===== src/interval_timer_with_catchup_core_macros.svh =====
`ifndef INTERVAL_TIMER_WITH_CATCHUP_CORE_MACROS_SVH
`define INTERVAL_TIMER_WITH_CATCHUP_CORE_MACROS_SVH

// implication checked on every clock outside reset
`define ITC_ASSERT(label, prop, msg) \
    label: assert property (@(posedge i_clk) disable iff (!i_rst_n) prop) else $error(msg);

// condition that must never hold outside reset
`define ITC_NEVER(label, cond, msg) \
    label: assert property (@(posedge i_clk) disable iff (!i_rst_n) !(cond)) else $error(msg);

`endif


===== src/itc_pkg.sv =====
package itc_pkg;

    localparam logic [3:0] OP_TICK      = 4'd0;
    localparam logic [3:0] OP_SET       = 4'd1;
    localparam logic [3:0] OP_ADD       = 4'd2;
    localparam logic [3:0] OP_TAKE      = 4'd3;
    localparam logic [3:0] OP_RESET     = 4'd4;
    localparam logic [3:0] OP_STOP      = 4'd5;
    localparam logic [3:0] OP_START     = 4'd6;
    localparam logic [3:0] OP_TOGGLE    = 4'd7;
    localparam logic [3:0] OP_TRIG_NEXT = 4'd8;
    localparam logic [3:0] OP_CHECK     = 4'd9;
    localparam logic [3:0] OP_CHECK_NOT = 4'd10;
    localparam logic [3:0] OP_CHECK_ON  = 4'd11;
    localparam logic [3:0] OP_FIRST     = 4'd12;
    localparam logic [3:0] OP_STATUS    = 4'd13;

    localparam logic REG_STOPPED_VALUE  = 1'b0;
    localparam logic REG_FIRST_RESPONSE = 1'b1;

    typedef struct packed {
        logic exec;
        logic div_start;
        logic finish;
    } t_cmd;

    typedef struct packed {
        logic need_div;
        logic div_done;
    } t_sts;

endpackage


===== src/itc_div.sv =====
module itc_div #(
    parameter int W = 32
) (
    input  logic         i_clk,
    input  logic         i_rst_n,
    input  logic         i_start,
    input  logic [W-1:0] i_dividend,
    input  logic [W-1:0] i_divisor,
    output logic         o_done,
    output logic [W-1:0] o_quotient,
    output logic [W-1:0] o_remainder
);
    localparam int CW = $clog2(W + 1);

    logic [W-1:0]  r_quo, n_quo;
    logic [W-1:0]  r_rem, n_rem;
    logic [W-1:0]  r_dvs, n_dvs;
    logic [CW-1:0] r_cnt, n_cnt;
    logic          r_busy, n_busy;
    logic          r_done, n_done;
    logic [W:0]    shifted;
    logic [W:0]    diff;
    logic          ge;

    always_comb begin
        shifted = {r_rem, r_quo[W-1]};
        diff    = shifted - {1'b0, r_dvs};
        ge      = shifted >= {1'b0, r_dvs};
        n_quo   = r_quo;
        n_rem   = r_rem;
        n_dvs   = r_dvs;
        n_cnt   = r_cnt;
        n_busy  = r_busy;
        n_done  = 1'b0;
        if (i_start) begin
            n_quo  = i_dividend;
            n_rem  = '0;
            n_dvs  = i_divisor;
            n_cnt  = CW'(W);
            n_busy = 1'b1;
        end else if (r_busy) begin
            n_quo = {r_quo[W-2:0], ge};
            n_rem = ge ? diff[W-1:0] : shifted[W-1:0];
            n_cnt = r_cnt - 1'b1;
            if (r_cnt == CW'(1)) begin
                n_busy = 1'b0;
                n_done = 1'b1;
            end
        end
    end

    always_ff @(posedge i_clk) begin
        r_quo <= n_quo;
        r_rem <= n_rem;
        r_dvs <= n_dvs;
        r_cnt <= n_cnt;
        if (!i_rst_n) begin
            r_busy <= 1'b0;
            r_done <= 1'b0;
        end else begin
            r_busy <= n_busy;
            r_done <= n_done;
        end
    end

    assign o_done      = r_done;
    assign o_quotient  = r_quo;
    assign o_remainder = r_rem;
endmodule


===== src/itc_dp.sv =====
module itc_dp #(
    parameter int TIME_BITS = 32
) (
    input  logic          i_clk,
    input  logic          i_rst_n,
    input  itc_pkg::t_cmd i_cmd,
    output itc_pkg::t_sts o_sts,
    input  logic          i_cfg_valid,
    input  logic          i_cfg_index,
    input  logic [31:0]   i_cfg_data,
    input  logic [3:0]    i_op,
    input  logic [31:0]   i_amount,
    input  logic          i_with_reset,
    input  logic          i_catch_up,
    output logic          o_answer,
    output logic          o_running,
    output logic [31:0]   o_elapsed,
    output logic [31:0]   o_remaining,
    output logic [31:0]   o_duration_out,
    output logic [31:0]   o_last_duration
);
    import itc_pkg::*;

    localparam int W = TIME_BITS;

    logic [W-1:0] r_now, n_now, r_start, n_start, r_stop, n_stop;
    logic [W-1:0] r_interval, n_interval, r_last, n_last;
    logic [31:0]  r_missed, n_missed;
    logic         r_running, n_running, r_armed, n_armed, r_fired, n_fired;
    logic         r_cu, n_cu;
    logic [31:0]  r_stopped_value;
    logic         r_first_resp;

    logic [W-1:0] amt, el, el_n, quo, rem;
    logic [W:0]   sum;
    logic         ge_int, trig, need_div, ans, load, div_done;
    logic [32:0]  mres;

    logic         r_answer, r_running_o;
    logic [31:0]  r_elapsed, r_remaining, r_duration, r_last_o;

    function automatic logic [32:0] f_missed(input logic [31:0] mc, input logic [63:0] q,
                                             input logic cu, input logic t);
        logic [31:0] qsat;
        logic [32:0] s;
        logic [31:0] m;
        qsat = (|q[63:32]) ? 32'hFFFF_FFFF : q[31:0];
        s    = {1'b0, mc} + {1'b0, qsat};
        m    = mc;
        if (cu) begin
            m = s[32] ? 32'hFFFF_FFFF : s[31:0];
        end
        if (cu && (m != 32'd0)) begin
            return {1'b1, m - 32'd1};
        end
        return {t, m};
    endfunction

    itc_div #(.W(W)) u_div (
        .i_clk       (i_clk),
        .i_rst_n     (i_rst_n),
        .i_start     (i_cmd.div_start),
        .i_dividend  (el),
        .i_divisor   (r_interval),
        .o_done      (div_done),
        .o_quotient  (quo),
        .o_remainder (rem)
    );

    always_comb begin
        amt      = W'(i_amount);
        el       = r_now - r_start;
        ge_int   = el >= r_interval;
        trig     = r_armed || ge_int;
        need_div = (i_op == OP_CHECK_ON) && trig && (r_interval != '0);
        sum      = {1'b0, r_interval} + {1'b0, amt};
        mres     = '0;
        ans        = 1'b0;
        n_now      = r_now;
        n_start    = r_start;
        n_stop     = r_stop;
        n_interval = r_interval;
        n_last     = r_last;
        n_missed   = r_missed;
        n_running  = r_running;
        n_armed    = r_armed;
        n_fired    = r_fired;
        n_cu       = r_cu;
        if (i_cmd.exec) begin
            case (i_op)
                OP_TICK: begin
                    n_now = r_now + 1'b1;
                end
                OP_SET, OP_ADD, OP_TAKE: begin
                    if (i_op == OP_SET) begin
                        n_interval = amt;
                    end else if (i_op == OP_ADD) begin
                        n_interval = sum[W] ? '1 : sum[W-1:0];
                    end else begin
                        n_interval = (amt > r_interval) ? '0 : r_interval - amt;
                    end
                    if (i_with_reset) begin
                        n_start = r_now;
                        n_armed = 1'b0;
                        n_fired = 1'b0;
                    end
                end
                OP_RESET: begin
                    n_start = r_now;
                    n_armed = 1'b0;
                    n_fired = 1'b0;
                end
                OP_STOP: begin
                    n_running = 1'b0;
                    n_stop    = r_now;
                end
                OP_START: begin
                    if (i_with_reset) begin
                        n_start = r_now;
                        n_armed = 1'b0;
                        n_fired = 1'b0;
                    end else if (!r_running) begin
                        n_start = r_start + r_now - r_stop;
                    end
                    n_running = 1'b1;
                end
                OP_TOGGLE: begin
                    n_running = !r_running;
                end
                OP_TRIG_NEXT: begin
                    n_armed = 1'b1;
                end
                OP_CHECK: begin
                    if (r_armed) begin
                        n_armed = 1'b0;
                    end else if (ge_int) begin
                        n_last = el;
                    end
                    if (i_with_reset && trig) begin
                        n_start = r_now;
                        n_armed = 1'b0;
                        n_fired = 1'b0;
                    end
                    ans = r_running && trig;
                end
                OP_CHECK_NOT: begin
                    if (r_running) begin
                        if (r_armed) begin
                            n_armed = 1'b0;
                        end else if (ge_int) begin
                            n_last = el;
                        end
                    end
                    ans = r_running && !trig;
                end
                OP_CHECK_ON: begin
                    if (r_armed) begin
                        n_armed = 1'b0;
                    end else if (ge_int) begin
                        n_last = el;
                    end
                    n_cu = i_catch_up;
                    if (trig && (r_interval == '0)) begin
                        n_start = r_now;
                        n_armed = 1'b0;
                        n_fired = 1'b0;
                    end
                    if (!need_div) begin
                        mres     = f_missed(r_missed, 64'd0, i_catch_up, trig);
                        n_missed = mres[31:0];
                        ans      = mres[32];
                    end
                end
                OP_FIRST: begin
                    if (r_fired) begin
                        ans = r_first_resp;
                    end else if (trig) begin
                        if (r_armed) begin
                            n_armed = 1'b0;
                        end else begin
                            n_last = el;
                        end
                        n_fired = 1'b1;
                        ans     = r_running;
                    end
                end
                default: begin
                end
            endcase
        end else if (i_cmd.finish) begin
            mres     = f_missed(r_missed, 64'(quo), r_cu, 1'b1);
            n_missed = mres[31:0];
            ans      = mres[32];
            n_start  = r_now - rem;
            n_armed  = 1'b0;
            n_fired  = 1'b0;
        end
    end

    assign load = (i_cmd.exec && !need_div) || i_cmd.finish;
    assign el_n = n_now - n_start;

    always_ff @(posedge i_clk) begin
        if (!i_rst_n) begin
            r_now           <= '0;
            r_start         <= '0;
            r_stop          <= '0;
            r_interval      <= '0;
            r_last          <= '0;
            r_missed        <= '0;
            r_running       <= 1'b1;
            r_armed         <= 1'b0;
            r_fired         <= 1'b0;
            r_cu            <= 1'b0;
            r_stopped_value <= '0;
            r_first_resp    <= 1'b0;
        end else begin
            r_now      <= n_now;
            r_start    <= n_start;
            r_stop     <= n_stop;
            r_interval <= n_interval;
            r_last     <= n_last;
            r_missed   <= n_missed;
            r_running  <= n_running;
            r_armed    <= n_armed;
            r_fired    <= n_fired;
            r_cu       <= n_cu;
            if (i_cfg_valid && (i_cfg_index == REG_STOPPED_VALUE)) begin
                r_stopped_value <= i_cfg_data;
            end
            if (i_cfg_valid && (i_cfg_index == REG_FIRST_RESPONSE)) begin
                r_first_resp <= i_cfg_data[0];
            end
        end
    end

    always_ff @(posedge i_clk) begin
        if (load) begin
            r_answer    <= ans;
            r_running_o <= n_running;
            r_elapsed   <= n_running ? 32'(el_n) : r_stopped_value;
            if (n_armed) begin
                r_remaining <= '0;
            end else if (!n_running) begin
                r_remaining <= r_stopped_value;
            end else begin
                r_remaining <= (el_n < n_interval) ? 32'(n_interval - el_n) : 32'd0;
            end
            r_duration  <= n_running ? 32'(n_interval) : r_stopped_value;
            r_last_o    <= 32'(n_last);
        end
    end

    assign o_sts.need_div  = need_div;
    assign o_sts.div_done  = div_done;
    assign o_answer        = r_answer;
    assign o_running       = r_running_o;
    assign o_elapsed       = r_elapsed;
    assign o_remaining     = r_remaining;
    assign o_duration_out  = r_duration;
    assign o_last_duration = r_last_o;
endmodule


===== src/itc_ctrl.sv =====
`include "interval_timer_with_catchup_core_macros.svh"

module itc_ctrl (
    input  logic          i_clk,
    input  logic          i_rst_n,
    input  logic          i_in_valid,
    output logic          o_in_stall,
    output logic          o_out_valid,
    input  logic          i_out_stall,
    input  itc_pkg::t_sts i_sts,
    output itc_pkg::t_cmd o_cmd
);
    import itc_pkg::*;

    localparam logic [1:0] S_IDLE = 2'd0;
    localparam logic [1:0] S_DIV  = 2'd1;
    localparam logic [1:0] S_FIN  = 2'd2;

    logic [1:0] r_state, n_state;
    logic       r_out_valid, n_out_valid;
    logic       out_free;
    t_cmd       cmd;

    always_comb begin
        out_free      = !r_out_valid || !i_out_stall;
        o_in_stall    = (r_state != S_IDLE) || !out_free;
        cmd.exec      = i_in_valid && !o_in_stall;
        cmd.div_start = cmd.exec && i_sts.need_div;
        cmd.finish    = (r_state == S_FIN) && out_free;
        n_state       = r_state;
        case (r_state)
            S_IDLE: begin
                if (cmd.div_start) begin
                    n_state = S_DIV;
                end
            end
            S_DIV: begin
                if (i_sts.div_done) begin
                    n_state = S_FIN;
                end
            end
            S_FIN: begin
                if (cmd.finish) begin
                    n_state = S_IDLE;
                end
            end
            default: begin
                n_state = S_IDLE;
            end
        endcase
        if ((cmd.exec && !i_sts.need_div) || cmd.finish) begin
            n_out_valid = 1'b1;
        end else if (!i_out_stall) begin
            n_out_valid = 1'b0;
        end else begin
            n_out_valid = r_out_valid;
        end
    end

    always_ff @(posedge i_clk) begin
        if (!i_rst_n) begin
            r_state     <= S_IDLE;
            r_out_valid <= 1'b0;
        end else begin
            r_state     <= n_state;
            r_out_valid <= n_out_valid;
        end
    end

    assign o_cmd       = cmd;
    assign o_out_valid = r_out_valid;

    `ITC_ASSERT(a_div_entry, (r_state == S_DIV && $past(r_state) == S_IDLE) |-> $past(cmd.div_start), "divide entered without start")
    `ITC_ASSERT(a_finish_idle, cmd.finish |=> (r_state == S_IDLE && r_out_valid), "finish left no result")
    `ITC_NEVER(a_done_state, i_sts.div_done && (r_state != S_DIV), "divider done outside divide state")
endmodule


===== src/interval_timer_with_catchup_core.sv =====
// Interval timer with catch-up. Items enter on the i_in_* channel, one result beat leaves
// on o_out_* per item. Every op's result is registered. An on-duration check that fires
// with a nonzero duration first runs the elapsed count through a restoring divider, one
// quotient bit per cycle, before its result is registered. A new item is taken as soon
// as no divide is in progress and the output register is free or being drained.
// Configuration writes are always ready and are meant for idle periods.
module interval_timer_with_catchup_core #(
    parameter int TIME_BITS = 32
) (
    input  logic        i_clk,
    input  logic        i_rst_n,
    input  logic        i_cfg_valid,
    output logic        o_cfg_ready,
    input  logic        i_cfg_index,
    input  logic [31:0] i_cfg_data,
    input  logic        i_in_valid,
    output logic        o_in_stall,
    input  logic [3:0]  i_op,
    input  logic [31:0] i_amount,
    input  logic        i_with_reset,
    input  logic        i_catch_up,
    output logic        o_out_valid,
    input  logic        i_out_stall,
    output logic        o_answer,
    output logic        o_running,
    output logic [31:0] o_elapsed,
    output logic [31:0] o_remaining,
    output logic [31:0] o_duration_out,
    output logic [31:0] o_last_duration
);
    import itc_pkg::*;

    t_cmd cmd;
    t_sts sts;

    assign o_cfg_ready = 1'b1;

    itc_ctrl u_ctrl (
        .i_clk       (i_clk),
        .i_rst_n     (i_rst_n),
        .i_in_valid  (i_in_valid),
        .o_in_stall  (o_in_stall),
        .o_out_valid (o_out_valid),
        .i_out_stall (i_out_stall),
        .i_sts       (sts),
        .o_cmd       (cmd)
    );

    itc_dp #(.TIME_BITS(TIME_BITS)) u_dp (
        .i_clk           (i_clk),
        .i_rst_n         (i_rst_n),
        .i_cmd           (cmd),
        .o_sts           (sts),
        .i_cfg_valid     (i_cfg_valid),
        .i_cfg_index     (i_cfg_index),
        .i_cfg_data      (i_cfg_data),
        .i_op            (i_op),
        .i_amount        (i_amount),
        .i_with_reset    (i_with_reset),
        .i_catch_up      (i_catch_up),
        .o_answer        (o_answer),
        .o_running       (o_running),
        .o_elapsed       (o_elapsed),
        .o_remaining     (o_remaining),
        .o_duration_out  (o_duration_out),
        .o_last_duration (o_last_duration)
    );
endmodule

===== config.mk =====
export PLATFORM = sky130hd
export DESIGN_NAME = interval_timer_with_catchup_core
export DESIGN_NICKNAME = d
export VERILOG_FILES = /design/src/itc_pkg.sv /design/src/itc_div.sv /design/src/itc_dp.sv /design/src/itc_ctrl.sv /design/src/interval_timer_with_catchup_core.sv
export VERILOG_INCLUDE_DIRS = /design/src /design/src/src
export SDC_FILE = /design/constraint.sdc
export NUM_CORES = 2
export LEC_CHECK = 0
export CORE_MARGIN = 2
export CORE_UTILIZATION = 60
export CTS_CLUSTER_DIAMETER = 120
export DETAILED_ROUTE_END_ITERATION = 16
export DONT_BUFFER_PORTS = 1
export GPL_ROUTABILITY_DRIVEN = 0
export PLACE_DENSITY_LB_ADDON = 0.2
export SLEW_MARGIN = 20
export SYNTH_ARGS = -nofsm -noshare
export SYNTH_HDL_FRONTEND = slang
export SYNTH_SLANG_ARGS = --single-unit
export TNS_END_PERCENT = 10

===== constraint.sdc =====
create_clock -name i_clk -period 32.7 [get_ports i_clk]
set_input_delay 0 -clock i_clk [delete_from_list [all_inputs] [get_ports i_clk]]
set_output_delay 0 -clock i_clk [all_outputs]
set_load 0.01 [all_outputs]

==> impl_metrics.ini <==
[outcome]
status = finished, final reports clean

[critical_path]
critPathRequiredTime_ps = 33050
arrival_ps = 13650
worstPathMaxFanout = 27
r2r-end = u_dp.o_remaining[30]$_SDFFCE_PP0P_
cp-start-kind = flip-flop
cp-end-kind = flip-flop
reg2reg_from = u_dp.r_now[0]$_SDFF_PN0_
reg2reg_slack_ps = 19400
cp_common_cell = a21oi_1
slowest_delay_ps = 580
critPathKind = flip-flop to flip-flop
worst_r2r_path_depth = 54
slowest_stage = or4_1

[detailed_routing]
wl_per_cell_um = 23.69
wl_met2_mm = 56.78
wirelength_met1_mm = 51.20
vias_per_cell = 6.653
wl_met3_mm = 18.96
drt_first_pass_iters = 10
first_iter_violations = 5351
vias = 37320
wirelength_mm = 132.9
highest-signal-layer = met5
ant_nets = 0
drc = 0

[cells_and_area]
area_growth_pct = 10.01
fin_nets = 5162
nFillCells = 5141
drive_gt1_frac = 0.05831
final_cell_mix = 537 x nand2_1, 420 x a21oi_1, 409 x nor2_1
final_common_cell = nand2_1

[sta]
final.setup_skew_ps = 28.53
rsz0062_at_grt = no
slew_headroom = 0.1974
worst_pin_slew_ps = 1191
hold_slack_ps = 2.653
slew_viol_final = 0
setup_tns_ps = 0
fmax_mhz = 75.18
period_needed_ps = 13300
setup_viol = 0
hold_viol = 0
min_period_over_period = 0.4068

[global_route]
grt_max_degree = 110
grt_usage = 0.3979
first_global_vias = 33710
grt_first_pass_wirelength_mm = 198.2
grt.overflow.total = 0
antenna_found_initial = 6

[logic_synthesis]
synth_nets = 5127
synthCells = 4690
postSynth.asyncResetShare = 0
netlist_top_cells_area = edfxtp_1 16%, dfxtp_1 14%, ha_1 11%
yosys_warnings = 0
synthesis.area_mm2 = 0.03756
avgSynthCellArea_um2 = 8.009
synth_top_area_share = 0.1551
yosys.area.top_type = edfxtp_1
synth-edff-count = 194
synth.distinct_cells = 104
synthFlopType = dfxtp_1
ys_seq_area_frac = 0.3001
ys_ff_latch = 466

[power]
powerDensity_mw_per_mm2 = 48.57
ir_drop_uv = 51.56
p_leak_nw = 17.48

[floorplan]
initial_core_util = 0.6075
num_rows = 91
fp.dieH_um = 254.2
die_w_um = 254.2
ios = 209
die-area_mm2 = 0.06462
design.core.area_mm2 = 0.06183

[clocking]
clkTransAtPathRegs_ps = 70
cts_buffer_depth = 3
clk_latency_ps = 630
cts.sinks = 466
numCtsBuffers = 52
clk_root_buffer_cell = clkbuf_16
htreeDepth = 2
cts_resized = 0
tritoncts = yes

[worst_hold_path]
hold_class = primary input to flip-flop
holdPathEnd = u_dp.r_interval[7]$_SDFF_PN0_
holdCritStartpoint = i_amount[7]
hold_path_depth = 4

[flow_run]
maxCapViolCount = 0

[placed_design]
hpwl_mm = 96.45
io_buffers = 0
-- where the power goes --
part / internal [mW] / total [mW] / switching (mW)
registers: 0.662 / 0.720 / 0.0585
logic: 0.249 / 0.661 / 0.412
clock network: 0.359 / 0.625 / 0.266
total: 1.27 / 2.01 / 0.737
-- worst max-delay path by stage --
stage                              from                                 end  slack (ps)
2_1_floorplan  u_dp.r_now[0]$_SDFF_PN0_             u_dp.o_answer$_DFFE_PP_       18060
3_3_place_gp   u_dp.r_now[0]$_SDFF_PN0_  u_dp.o_remaining[29]$_SDFFCE_PP0P_       20230
3_5_place_dp   u_dp.r_now[0]$_SDFF_PN0_  u_dp.o_remaining[28]$_SDFFCE_PP0P_       19890
4_1_cts        u_dp.r_now[0]$_SDFF_PN0_  u_dp.o_remaining[30]$_SDFFCE_PP0P_       19810
5_1_grt        u_dp.r_now[0]$_SDFF_PN0_  u_dp.o_remaining[30]$_SDFFCE_PP0P_       18640
6_report       u_dp.r_now[0]$_SDFF_PN0_  u_dp.o_remaining[30]$_SDFFCE_PP0P_       19400
-- synth_stat cells, types with 45 or more instances --
cell / count
dfxtp_1: 272
edfxtp_1: 194
ha_1: 322
nor2b_1: 56
nand2_1: 538
nand2b_1: 56
nor2_1: 409
and2_1: 101
xnor2_1: 148
inv_1: 364
a221oi_1: 50
a211oi_1: 69
nor3_1: 97
a21oi_1: 420
o21ai_0: 322
xor2_1: 68
clkbuf_1: 164
nand4_1: 45
a21o_1: 129
nand3_1: 87
o21a_1: 45
-- worst max-delay path: cells and delay by family, from the launching register on --
family | cells | cell delay [ps]
AO/OA/AOI/OAI | 30 | 7290
AND/OR/NAND/NOR | 12 | 2580
adder cells (fa/ha/maj) | 5 | 1610
buffers and inverters | 4 | 740
XOR/XNOR | 3 | 460
flip-flops | 1 | 360
-- through the flow --
stage | utilization | instances | area (um^2) | setup slack, ps | power [mW]
3_3_place_gp | 0.6217 | 5402 | 38440 | 20230 | 1.340
2_1_floorplan | - | 4690 | 37560 | 18060 | 1.167
3_5_place_dp | 0.6217 | 5402 | 38440 | 19890 | 1.347
5_1_grt | 0.6682 | 5605 | 41310 | 18640 | 2.084
6_report | 0.6684 | 5609 | 41320 | 19400 | 2.007
4_1_cts | 0.6676 | 5604 | 41270 | 19810 | 1.978
-- final cells by class --
class	instances	area (um^2)	share of cell area
sequential	466	11270	0.2728
antenna	4	10.01	0.0002422
multi-input combinational	3663	24230	0.5864
timing repair buffer	175	1614	0.03906
inverter	367	1380	0.03340
clock inverter	28	322.8	0.007812
clock buffer	69	1445	0.03497
tap	837	1047	0.02534
-- cells by family (layout without fill, tap and decap cells) --
family	after synthesis	count (layout)	share of synthesized area
simple gates	1574	1574	0.1974
compound gates	1452	1452	0.2503
buf+inv	561	639	0.05663
flops	466	466	0.3001
fa+ha+maj	363	363	0.1286
xor+xnor	216	216	0.05037
mux	57	57	0.01649
other cells	1	5	0.00009984
-- flip-flops by register name, summed over array words and instances (netlist names), 2 cells and up --
name / flops
u_dp.r_stopped_value: 32
u_dp.u_div.o_quotient: 32
u_dp.r_last: 32
u_ctrl.r_state: 2
u_dp.u_div.r_cnt: 6
u_dp.r_now: 32
u_dp.u_div.r_dvs: 32
u_dp.o_remaining: 32
u_dp.r_missed: 32
u_dp.o_duration_out: 32
u_dp.o_elapsed: 32
u_dp.o_last_duration: 32
u_dp.r_stop: 32
u_dp.u_div.o_remainder: 32
u_dp.r_start: 32
u_dp.r_interval: 32
-- timing repair --
action,in CTS,in global routing
buffers inserted,0,0
hold buffers,105,0
hold endpoints to repair,216,0
-- routing by layer --
metal / vias up / GRT usage
li1: 17000 / -
met1: 17430 / 0.5249
met2: 2477 / 0.6103
met3: 397 / 0.1190
met4: 6 / 0.1593
met5: - / 0
Note: power is estimated with default switching activity, not from simulation.
